## config.mk

```make
export PLATFORM = sky130hd
export DESIGN_NAME = soa_ctrl
export DESIGN_NICKNAME = d
export VERILOG_FILES = /design/src/design/soa_pkg.sv /design/src/design/soa_ctrl.sv
export SDC_FILE = /design/constraint.sdc
export NUM_CORES = 1
export LEC_CHECK = 0
export ABC_AREA = 1
export BUFFER_PORTS_ARGS = -buffer_cell sky130_fd_sc_hd__buf_2
export CAP_MARGIN = 20
export CORE_UTILIZATION = 44
export DETAILED_ROUTE_END_ITERATION = 10
export PLACE_DENSITY = 0.74
export SYNTH_ARGS = -nofsm -noshare
export SYNTH_HDL_FRONTEND = slang
export SYNTH_SLANG_ARGS = --single-unit
```

## constraint.sdc

```tcl
create_clock -name clock -period 1.2 [get_ports clock]
set_input_delay 0.18 -clock clock [delete_from_list [all_inputs] [get_ports clock]]
set_output_delay 0.18 -clock clock [all_outputs]
set_load 0.05 [all_outputs]
```

## src/design/soa_pkg.sv

```systemverilog
package soa_pkg;

   // Default sizes of the pool
   localparam int NUM_SLABS_DEF = 16;
   localparam int MAX_OBJS_DEF  = 64;

   // Fixed field widths
   localparam int OP_W     = 2;
   localparam int SLAB_W   = 4;
   localparam int SLOT_W   = 6;
   localparam int STATUS_W = 2;
   localparam int CNT_W    = 32;
   localparam int CFG_W    = 7;
   // Wide enough for any slab or slot number in the parameter range
   localparam int EXT_W    = 9;

   localparam logic [CFG_W-1:0] OBJS_RESET = 7'd64;
   localparam int               MIN_OBJS   = 4;

   // Opcodes
   localparam logic [OP_W-1:0] OP_ALLOC  = 2'd0;
   localparam logic [OP_W-1:0] OP_FREE   = 2'd1;
   localparam logic [OP_W-1:0] OP_RELALL = 2'd2;
   localparam logic [OP_W-1:0] OP_NOP    = 2'd3;

   // Result statuses
   localparam logic [STATUS_W-1:0] ST_OK      = 2'd0;
   localparam logic [STATUS_W-1:0] ST_OOM     = 2'd1;
   localparam logic [STATUS_W-1:0] ST_BADFREE = 2'd2;

   // Datapath commands
   localparam logic [3:0] CMD_NONE        = 4'd0;
   localparam logic [3:0] CMD_LOAD        = 4'd1;
   localparam logic [3:0] CMD_SCAN_NEXT   = 4'd2;
   localparam logic [3:0] CMD_SCAN_PICK   = 4'd3;
   localparam logic [3:0] CMD_BUILD       = 4'd4;
   localparam logic [3:0] CMD_ACTIVATE    = 4'd5;
   localparam logic [3:0] CMD_POP_READ    = 4'd6;
   localparam logic [3:0] CMD_POP_COMMIT  = 4'd7;
   localparam logic [3:0] CMD_UNLINK      = 4'd8;
   localparam logic [3:0] CMD_FREE_COMMIT = 4'd9;
   localparam logic [3:0] CMD_PUSH_LINK   = 4'd10;
   localparam logic [3:0] CMD_PUSH_HEAD   = 4'd11;
   localparam logic [3:0] CMD_CLEAR       = 4'd12;
   localparam logic [3:0] CMD_FINISH      = 4'd13;

   typedef struct packed {
      logic [3:0]          code;
      logic [STATUS_W-1:0] rsp_status;
   } dp_cmd_type;

   typedef struct packed {
      logic [OP_W-1:0] op;
      logic            head_empty;
      logic            scan_free;
      logic            scan_last;
      logic            build_last;
      logic            pop_empty;
      logic            pop_fills;
      logic            free_bad;
      logic            free_empties;
      logic            free_full_slab;
      logic            out_free;
   } dp_stat_type;

endpackage

```

## src/design/soa_ctrl.sv

```systemverilog
module soa_ctrl
   import soa_pkg::*;
(
   input  logic        clock,
   input  logic        reset,
   input  logic        req_fire,
   input  dp_stat_type stat,
   output dp_cmd_type  cmd,
   output logic        idle
);

   localparam logic [3:0] S_IDLE      = 4'd0;
   localparam logic [3:0] S_DECODE    = 4'd1;
   localparam logic [3:0] S_SCAN      = 4'd2;
   localparam logic [3:0] S_BUILD     = 4'd3;
   localparam logic [3:0] S_ACTIVATE  = 4'd4;
   localparam logic [3:0] S_PUSH_LINK = 4'd5;
   localparam logic [3:0] S_PUSH_HEAD = 4'd6;
   localparam logic [3:0] S_POP_READ  = 4'd7;
   localparam logic [3:0] S_POP_COMMIT= 4'd8;
   localparam logic [3:0] S_UNLINK    = 4'd9;
   localparam logic [3:0] S_FREE      = 4'd10;
   localparam logic [3:0] S_CLEAR     = 4'd11;
   localparam logic [3:0] S_FINISH    = 4'd12;

   logic [3:0]          state_ff, state_in;
   logic [STATUS_W-1:0] res_ff, res_in;

   // Next state and command
   always_comb begin
      state_in       = state_ff;
      res_in         = res_ff;
      cmd.code       = CMD_NONE;
      cmd.rsp_status = res_ff;
      unique case (state_ff)
         S_IDLE: begin
            if (req_fire) begin
               cmd.code = CMD_LOAD;
               res_in   = ST_OK;
               state_in = S_DECODE;
            end
         end
         S_DECODE: begin
            case (stat.op)
               OP_ALLOC:  state_in = stat.head_empty ? S_SCAN : S_POP_READ;
               OP_FREE:   state_in = S_FREE;
               OP_RELALL: state_in = S_CLEAR;
               default:   state_in = S_FINISH;
            endcase
         end
         S_SCAN: begin
            if (stat.scan_free) begin
               cmd.code = CMD_SCAN_PICK;
               state_in = S_BUILD;
            end else if (stat.scan_last) begin
               res_in   = ST_OOM;
               state_in = S_FINISH;
            end else begin
               cmd.code = CMD_SCAN_NEXT;
            end
         end
         S_BUILD: begin
            cmd.code = CMD_BUILD;
            if (stat.build_last) state_in = S_ACTIVATE;
         end
         S_ACTIVATE: begin
            cmd.code = CMD_ACTIVATE;
            state_in = S_PUSH_HEAD;
         end
         S_PUSH_LINK: begin
            cmd.code = CMD_PUSH_LINK;
            state_in = S_PUSH_HEAD;
         end
         S_PUSH_HEAD: begin
            cmd.code = CMD_PUSH_HEAD;
            state_in = (stat.op == OP_ALLOC) ? S_POP_READ : S_FINISH;
         end
         S_POP_READ: begin
            if (stat.pop_empty) begin
               res_in   = ST_OOM;
               state_in = S_FINISH;
            end else begin
               cmd.code = CMD_POP_READ;
               state_in = S_POP_COMMIT;
            end
         end
         S_POP_COMMIT: begin
            cmd.code = CMD_POP_COMMIT;
            state_in = stat.pop_fills ? S_UNLINK : S_FINISH;
         end
         S_UNLINK: begin
            cmd.code = CMD_UNLINK;
            state_in = S_FINISH;
         end
         S_FREE: begin
            if (stat.free_bad) begin
               res_in   = ST_BADFREE;
               state_in = S_FINISH;
            end else begin
               cmd.code = CMD_FREE_COMMIT;
               if (stat.free_empties)
                  state_in = stat.free_full_slab ? S_FINISH : S_UNLINK;
               else
                  state_in = stat.free_full_slab ? S_PUSH_LINK : S_FINISH;
            end
         end
         S_CLEAR: begin
            cmd.code = CMD_CLEAR;
            if (stat.scan_last) state_in = S_FINISH;
         end
         S_FINISH: begin
            cmd.code = CMD_FINISH;
            if (stat.out_free) state_in = S_IDLE;
         end
         default: state_in = S_IDLE;
      endcase
   end

   always_ff @(posedge clock) begin
      if (reset) begin
         state_ff <= S_IDLE;
         res_ff   <= ST_OK;
      end else begin
         state_ff <= state_in;
         res_ff   <= res_in;
      end
   end

   assign idle = (state_ff == S_IDLE);

endmodule

```

==> reports/qor.txt, run 1 <==
status: aborted with a tool error
Exit stage: 4_1_cts
tool error: [ERROR DPL-0033] detailed placement checks failed during check placement.
sequential area share after synthesis: 0.1771
die width: 41.26 um
CTS Buffer Depth: 2
top cells by area, synth: nand2_1 (24%), dfxtp_1 (18%), nor2_1 (15%)
Cell Area, Synth: 678.2 um2
Mapped Avg Cell Area: 5.138 um2
top-count cell post-synth: nand2_1
CTS Buf Count: 3
post-synthesis compound-gate area fraction: 0.1125
Synth Area in Simple Gates: 0.5461
Post-CTS Resized: 53
Seq cells post-synth: 6
CTS hold repair buffers: 0
ys flop type: dfxtp_1
Port Buf Inserts: 21
synth unique cells: 21
num rows: 13
syn nets: 149
Clock Tree Root: clkbuf_4
initial core utilization: 0.4963
post-synthesis mux area share: 0
ys async rst share: 0
Synth top cells by count: nand2_1 (43), nor2_1 (28), inv_1 (22), nand3_1 (7)
main combinational cell family by area after synthesis: simple AND/OR/NAND/NOR gates
adder-cell share of the synthesized area: 0.03690
xor and xnor area share after synthesis: 0
synthesized instance count: 132
GPL Wtd Cong: 0.9035
H-tree levels: 1
placed wire-length estimate: 1.936 mm
leading area contributor after synthesis: nand2_1
EDFF count, synth: 0
Setup Buffers After CTS: 9
Synth top area share: 0.2380
Post-Place Cells: 198
clock sinks: 6
Syn. warnings: 0
I/O pins: 22
DIE HEIGHT: 41.26 um
-- cells by family after synthesis --
| family | Yosys count |
|---|---|
| and+or+nand+nor | 88 |
| buffers and inverters | 23 |
| AOI/OAI and AO/OA | 13 |
| DFF | 6 |
| adders and majority gates | 2 |
-- through the flow --
step                      utilization  TNS [ns]  worst slack (ns)  hold slack, ns  cell area [um2]
after floorplan                     -   -0.9954           -0.2653          0.2417            730.7
after global placement         0.7903    -1.546           -0.2488          0.3711             1080
after detailed placement       0.7903    -1.776           -0.3063          0.3825             1080
==> run 2, diff against run 1 <==
--- a/config.mk
+++ b/config.mk
@@ -8,9 +8,10 @@
 export ABC_AREA = 1
 export BUFFER_PORTS_ARGS = -buffer_cell sky130_fd_sc_hd__buf_2
 export CAP_MARGIN = 20
-export CORE_UTILIZATION = 44
+export CORE_AREA = 2 2 63 65
 export DETAILED_ROUTE_END_ITERATION = 10
-export PLACE_DENSITY = 0.74
+export DIE_AREA = 0 0 65 67
+export PLACE_DENSITY_LB_ADDON = 0.15
 export SYNTH_ARGS = -nofsm -noshare
 export SYNTH_HDL_FRONTEND = slang
 export SYNTH_SLANG_ARGS = --single-unit
==> constraint.sdc (replaced) <==
create_clock -name clock -period 1.56 [get_ports clock]
set_input_delay 0.234 -clock clock [delete_from_list [all_inputs] [get_ports clock]]
set_output_delay 0.234 -clock clock [all_outputs]
set_load 0.05 [all_outputs]
==> reports/qor.txt, run 2 <==
crit start category: register
pre-CTS setup slack: -0.02090 ns
synth unique cells: 21
Post-route DRC: 0
CP endpoint kind: output pin
Mapped Avg Cell Area: 5.138 um2
fin area: 0.001250 mm2
Syn-to-layout area delta: 84.32%
DR WL/cell: 11.25 um
worst-case hold path end point: state_ff[0]
Arr. time, crit path: 1.45 ns
placed wire-length estimate: 2.047 mm
EDFF count, synth: 0
highest-count cells in the layout ignoring fill and taps: nand2_1 (34), nor2_1 (22), buf_4 (21)
DIE HEIGHT: 67 um
H-tree levels: 1
worst rel slew slack: 0.7567
fmax: 592.1 MHz
leading area contributor after synthesis: nand2_1
HP Class: primary input to register
biggest registers after layout: state_ff (4), res_ff (2)
Final Util: 0.3466
core area: 0.003606 mm2
clock skew: 0.0002787 ns
syn nets: 149
CTS tree: done
worst vdd ir: 0.001073 V
Syn. warnings: 0
RSZ-0062 raised after global routing: yes
die width: 65 um
DIE AREA: 0.004355 mm2
Initial DRC Count: 9
worst-skew pair later-pin latency: 0.22 ns
initial core utilization: 0.1881
Setup violations, final: 3
RR Endpoint: state_ff[2]
largest net degree at the start of global routing: 6
Synth top area share: 0.2380
CTS hold repair buffers: 0
first-pass GRT wire length: 4.112 mm
Largest register FFs: 4
Hold Violations, Final: 0
Setup TNS Final: -0.2283 ns
critical path cell sequence: inv_4 > nand2_2 > inv_2 > o21ai_2 > or3b_4 > buf_8
Final ANT Viol Nets: 0
worst hold path depth: 2
num rows: 22
# nets final: 198
PwrDens: 2152 mW/mm2
Slew Viols, Final: 0
top cells by area, synth: nand2_1 (24%), dfxtp_1 (18%), nor2_1 (15%)
worst r2r src: state_ff[1]
delay-heaviest family, CP: simple AND/OR/NAND/NOR gates
share of cells above drive strength 1: 0.4749
crit path max fanout: 4
FF-to-FF path depth: 7
ys flop type: dfxtp_1
Port Buf Inserts: 21
kind of critical path: register to output pin
clock sinks: 6
Synth top cells by count: nand2_1 (43), nor2_1 (28), inv_1 (22), nand3_1 (7)
Post-DP Area: 977.2 um2
Diodes inserted: 0
antenna violations before repair: 0
status: finished with violations
Total Power: 2690 uW
final worst-path cycle share: 1.083
synthesized instance count: 132
final wirelength: 2.553 mm
Biggest register: state_ff
failing checks: negative setup slack
Cell Area, Synth: 678.2 um2
GRT Total Usage: 0.1224
Clock transition at path regs: 0.04 ns
sequential area share after synthesis: 0.1771
hold path start: reset
Req. time, crit path: 1.33 ns
Initial DRT Pass Iterations: 4
ys async rst share: 0
GRT Residual Overflow: 0
Buf/Inv on CP: 3
FF-to-FF setup slack: 0.08 ns
CTS Buffer Depth: 2
Seq cells post-synth: 6
Clock Tree Root: clkbuf_8
Pleak: 0.0006842 uW
number of global-route vias before repair: 953
vias per cell: 4.225
Slowest-stage cell, CP: or3b_4
Critical Path Max Stage Delay: 0.40 ns
commonest non-fill, non-tap cell in the layout: nand2_1
CTS Buf Count: 3
I/O pins: 22
fin crit period: 1.689 ns
GPL Wtd Cong: 0.7643
Worst Tran Pin Value: 0.3635 ns
top-count cell post-synth: nand2_1
vias: 959
Setup WS post-layout: -0.1288 ns
max_cap viols: 0
==> run 2: cells by family after synthesis <==
group	count (synthesis)	share of synthesized area
fa+ha+maj	2	0.03689
compound gates	13	0.1126
simple gates	88	0.5461
buf+inv	23	0.1273
flops	6	0.1771
==> run 2: area by class of cell <==
| type | instances | area [um2] |
|---|---|---|
| well taps | 48 | 60.06 |
| fillers | 392 | 2356 |
| multi-input cells | 103 | 605.6 |
| clock buffers | 3 | 41.29 |
| repair buffers | 44 | 314.1 |
| flip-flops and latches | 6 | 132.6 |
| inverters | 23 | 96.34 |
==> run 2: layer usage <==
metal / global-route usage / share of wire / vias to the layer above
met4: 0.04787 / 0.0090 / 0
met3: 0.01014 / 0.018 / 4
li1: - / - / 515
met2: 0.2242 / 0.50 / 17
met1: 0.1469 / 0.47 / 423
met5: 0 / 0 / -
==> run 2: worst max path at each step <==
| stage | to | start | depth (start not counted) | slack [ns] |
|---|---|---|---|---|
| floorplan | cmd[5] | state_ff[2] | 3 | -0.01 |
| global placement | cmd[3] | state_ff[3] | 7 | -0.06 |
| detailed placement | cmd[3] | state_ff[3] | 7 | -0.02 |
| CTS | cmd[3] | state_ff[3] | 7 | -0.11 |
| global route | cmd[3] | state_ff[1] | 6 | -0.17 |
| finish | cmd[3] | state_ff[1] | 6 | -0.13 |
==> run 2: through the flow <==
| stage | cells | hold WS, ns |
|---|---|---|
| 4_1_cts | 224 | 0.2038 |
| 5_1_grt | 227 | 0.2286 |
| 2_1_floorplan | 132 | 0.3031 |
| 6_report | 227 | 0.2054 |
| 3_5_place_dp | 215 | 0.4447 |
| 3_3_place_gp | 215 | 0.4399 |
==> run 2: power breakdown <==
group / internal [uW] / total (uW) / switching, uW
clock network: 166 / 230 / 64.1
registers: 234 / 318 / 83.3
logic: 830 / 2140 / 1310
==> run 2: what timing repair did <==
action / in CTS / in global routing
setup endpoints to repair: 4 / 4
endpoints found under the hold margin: 0 / 0
resized for setup: 36 / 22
setup buffers: 6 / 3
pin swaps: 8 / 7
Power figures use the tool's default switching activity.
==> run 3, diff against run 2 <==
--- a/config.mk
+++ b/config.mk
@@ -12,6 +12,7 @@
 export DETAILED_ROUTE_END_ITERATION = 10
 export DIE_AREA = 0 0 65 67
 export PLACE_DENSITY_LB_ADDON = 0.15
+export REMOVE_ABC_BUFFERS = 1
 export SYNTH_ARGS = -nofsm -noshare
 export SYNTH_HDL_FRONTEND = slang
 export SYNTH_SLANG_ARGS = --single-unit
==> reports/qor.txt, run 3 (same netlist as run 2, synthesis figures left out) <==
status: finished with violations
failing checks: negative setup slack
vias per cell: 4.254
worst-skew pair later-pin latency: 0.22 ns
HP Class: primary input to register
commonest non-fill, non-tap cell in the layout: nand2_1
CTS Buffer Depth: 2
CP endpoint kind: output pin
clock sinks: 6
PwrDens: 2109 mW/mm2
Post-Layout Cell Count: 224
RR Endpoint: state_ff[2]
area occupied by multi-input gates: 554.3 um2
H-tree levels: 1
final worst-path cycle share: 1.071
pre-CTS setup slack: -0.02547 ns
CTS hold repair buffers: 0
Pleak: 0.0006518 uW
crit path max fanout: 4
Initial DRT Pass Iterations: 4
GPL Wtd Cong: 0.9130
initial core utilization: 0.1881
worst hold path depth: 2
core area: 0.003606 mm2
register area: 130.1 um2
num rows: 22
Buf/Inv on CP: 3
Setup violations, final: 3
delay-heaviest family, CP: simple AND/OR/NAND/NOR gates
GRT Total Usage: 0.1235
placed wire-length estimate: 1.895 mm
Port Buf Inserts: 21
crit start category: register
Syn-to-layout area delta: 70.48%
Worst Tran Pin Value: 0.3544 ns
hold slack: 0.2099 ns
Critical Path Max Stage Delay: 0.40 ns
fmax: 598.7 MHz
DIE HEIGHT: 67 um
CTS Buf Count: 3
final wirelength: 2.467 mm
hold path start: reset
fin crit period: 1.670 ns
Setup TNS Final: -0.2348 ns
Total Power: 2438 uW
Initial DRC Count: 65
Post-Place Cells: 213
highest-count cells in the layout ignoring fill and taps: nand2_1 (35), nor2_1 (23), buf_4 (22)
Slew Viols, Final: 0
Req. time, crit path: 1.33 ns
kind of critical path: register to output pin
Diodes inserted: 0
max_cap viols: 0
I/O pins: 22
Biggest register: state_ff
Clock transition at path regs: 0.04 ns
share of cells above drive strength 1: 0.4205
Hold Violations, Final: 0
Arr. time, crit path: 1.44 ns
Setup WS post-layout: -0.1104 ns
GRT Residual Overflow: 0
worst r2r src: state_ff[1]
DR WL/cell: 11.01 um
# nets final: 195
critical path cell sequence: inv_4 > nand2_4 > inv_2 > o21ai_2 > or3b_4 > buf_8
vias: 953
antenna violations before repair: 0
Largest register FFs: 4
Post-route DRC: 0
worst-case hold path end point: state_ff[2]
Clock Tree Root: clkbuf_8
worst rel slew slack: 0.7628
largest net degree at the start of global routing: 6
clock skew: 0.0005453 ns
Filler cells: 400
FF-to-FF setup slack: 0.09 ns
Final ANT Viol Nets: 0
biggest registers after layout: state_ff (4), res_ff (2)
first-pass GRT wire length: 4.119 mm
FF-to-FF path depth: 7
DIE AREA: 0.004355 mm2
Slowest-stage cell, CP: or3b_4
CTS tree: done
RSZ-0062 raised after global routing: yes
worst vdd ir: 0.0006376 V
die width: 65 um
number of global-route vias before repair: 987
-- run 3: where the power goes --
part | total (uW) | switching (uW) | internal [uW] | leakage [uW]
Combinational | 1890 | 1190 | 701 | 0.000579
Clock | 233 | 67.2 | 166 | 0.0000216
Sequential | 311 | 81.8 | 229 | 0.0000515
Total | 2440 | 1340 | 1100 | 0.000652
-- run 3: layer usage --
layer	routed length, um	track usage	vias to the layer above	part of all wire
met5	0	0	-	0
met4	57	0.05053	0	0.023
met3	97	0.02534	8	0.039
met1	1086	0.1328	426	0.44
li1	-	-	501	-
met2	1225	0.2332	18	0.50
-- run 3: repair_timing --
item | in CTS | in global routing
setup buffers | 5 | 3
endpoints found under the setup margin | 4 | 7
gates resized for setup | 24 | 23
pin swaps | 3 | 4
cloned | 0 | 0
-- run 3: worst reg2reg max path, delay by kind of cell (launching register included) --
kind	cells	cell delay, ns
simple gates	6	0.96
compound gates	1	0.05
flops	1	0.36
-- run 3: through the flow --
step	cell area, um2	util
after floorplan	678.2	-
after global placement	933.4	0.2588
after detailed placement	933.4	0.2588
after CTS	1061	0.2942
after global routing	1156	0.3206
final	1156	0.3206
-- run 3: how the worst max path moves through the flow --
stage	cells past startpoint	from	slack (ns)	end
after floorplan	5	state_ff[3]	-0.64	cmd[2]
after global placement	6	state_ff[1]	0.02	cmd[3]
after detailed placement	6	state_ff[1]	-0.03	cmd[3]
after CTS	6	state_ff[1]	-0.10	cmd[3]
after global routing	6	state_ff[1]	-0.16	cmd[3]
final	6	state_ff[1]	-0.11	cmd[3]
-- run 3: area by class of cell --
type	count	area share
Sequential cell	6	0.1126
Clock buffer	3	0.03571
Timing Repair Buffer	41	0.2392
Tap cell	48	0.05195
Inverter	23	0.08117
Multi-Input combinational cell	103	0.4794
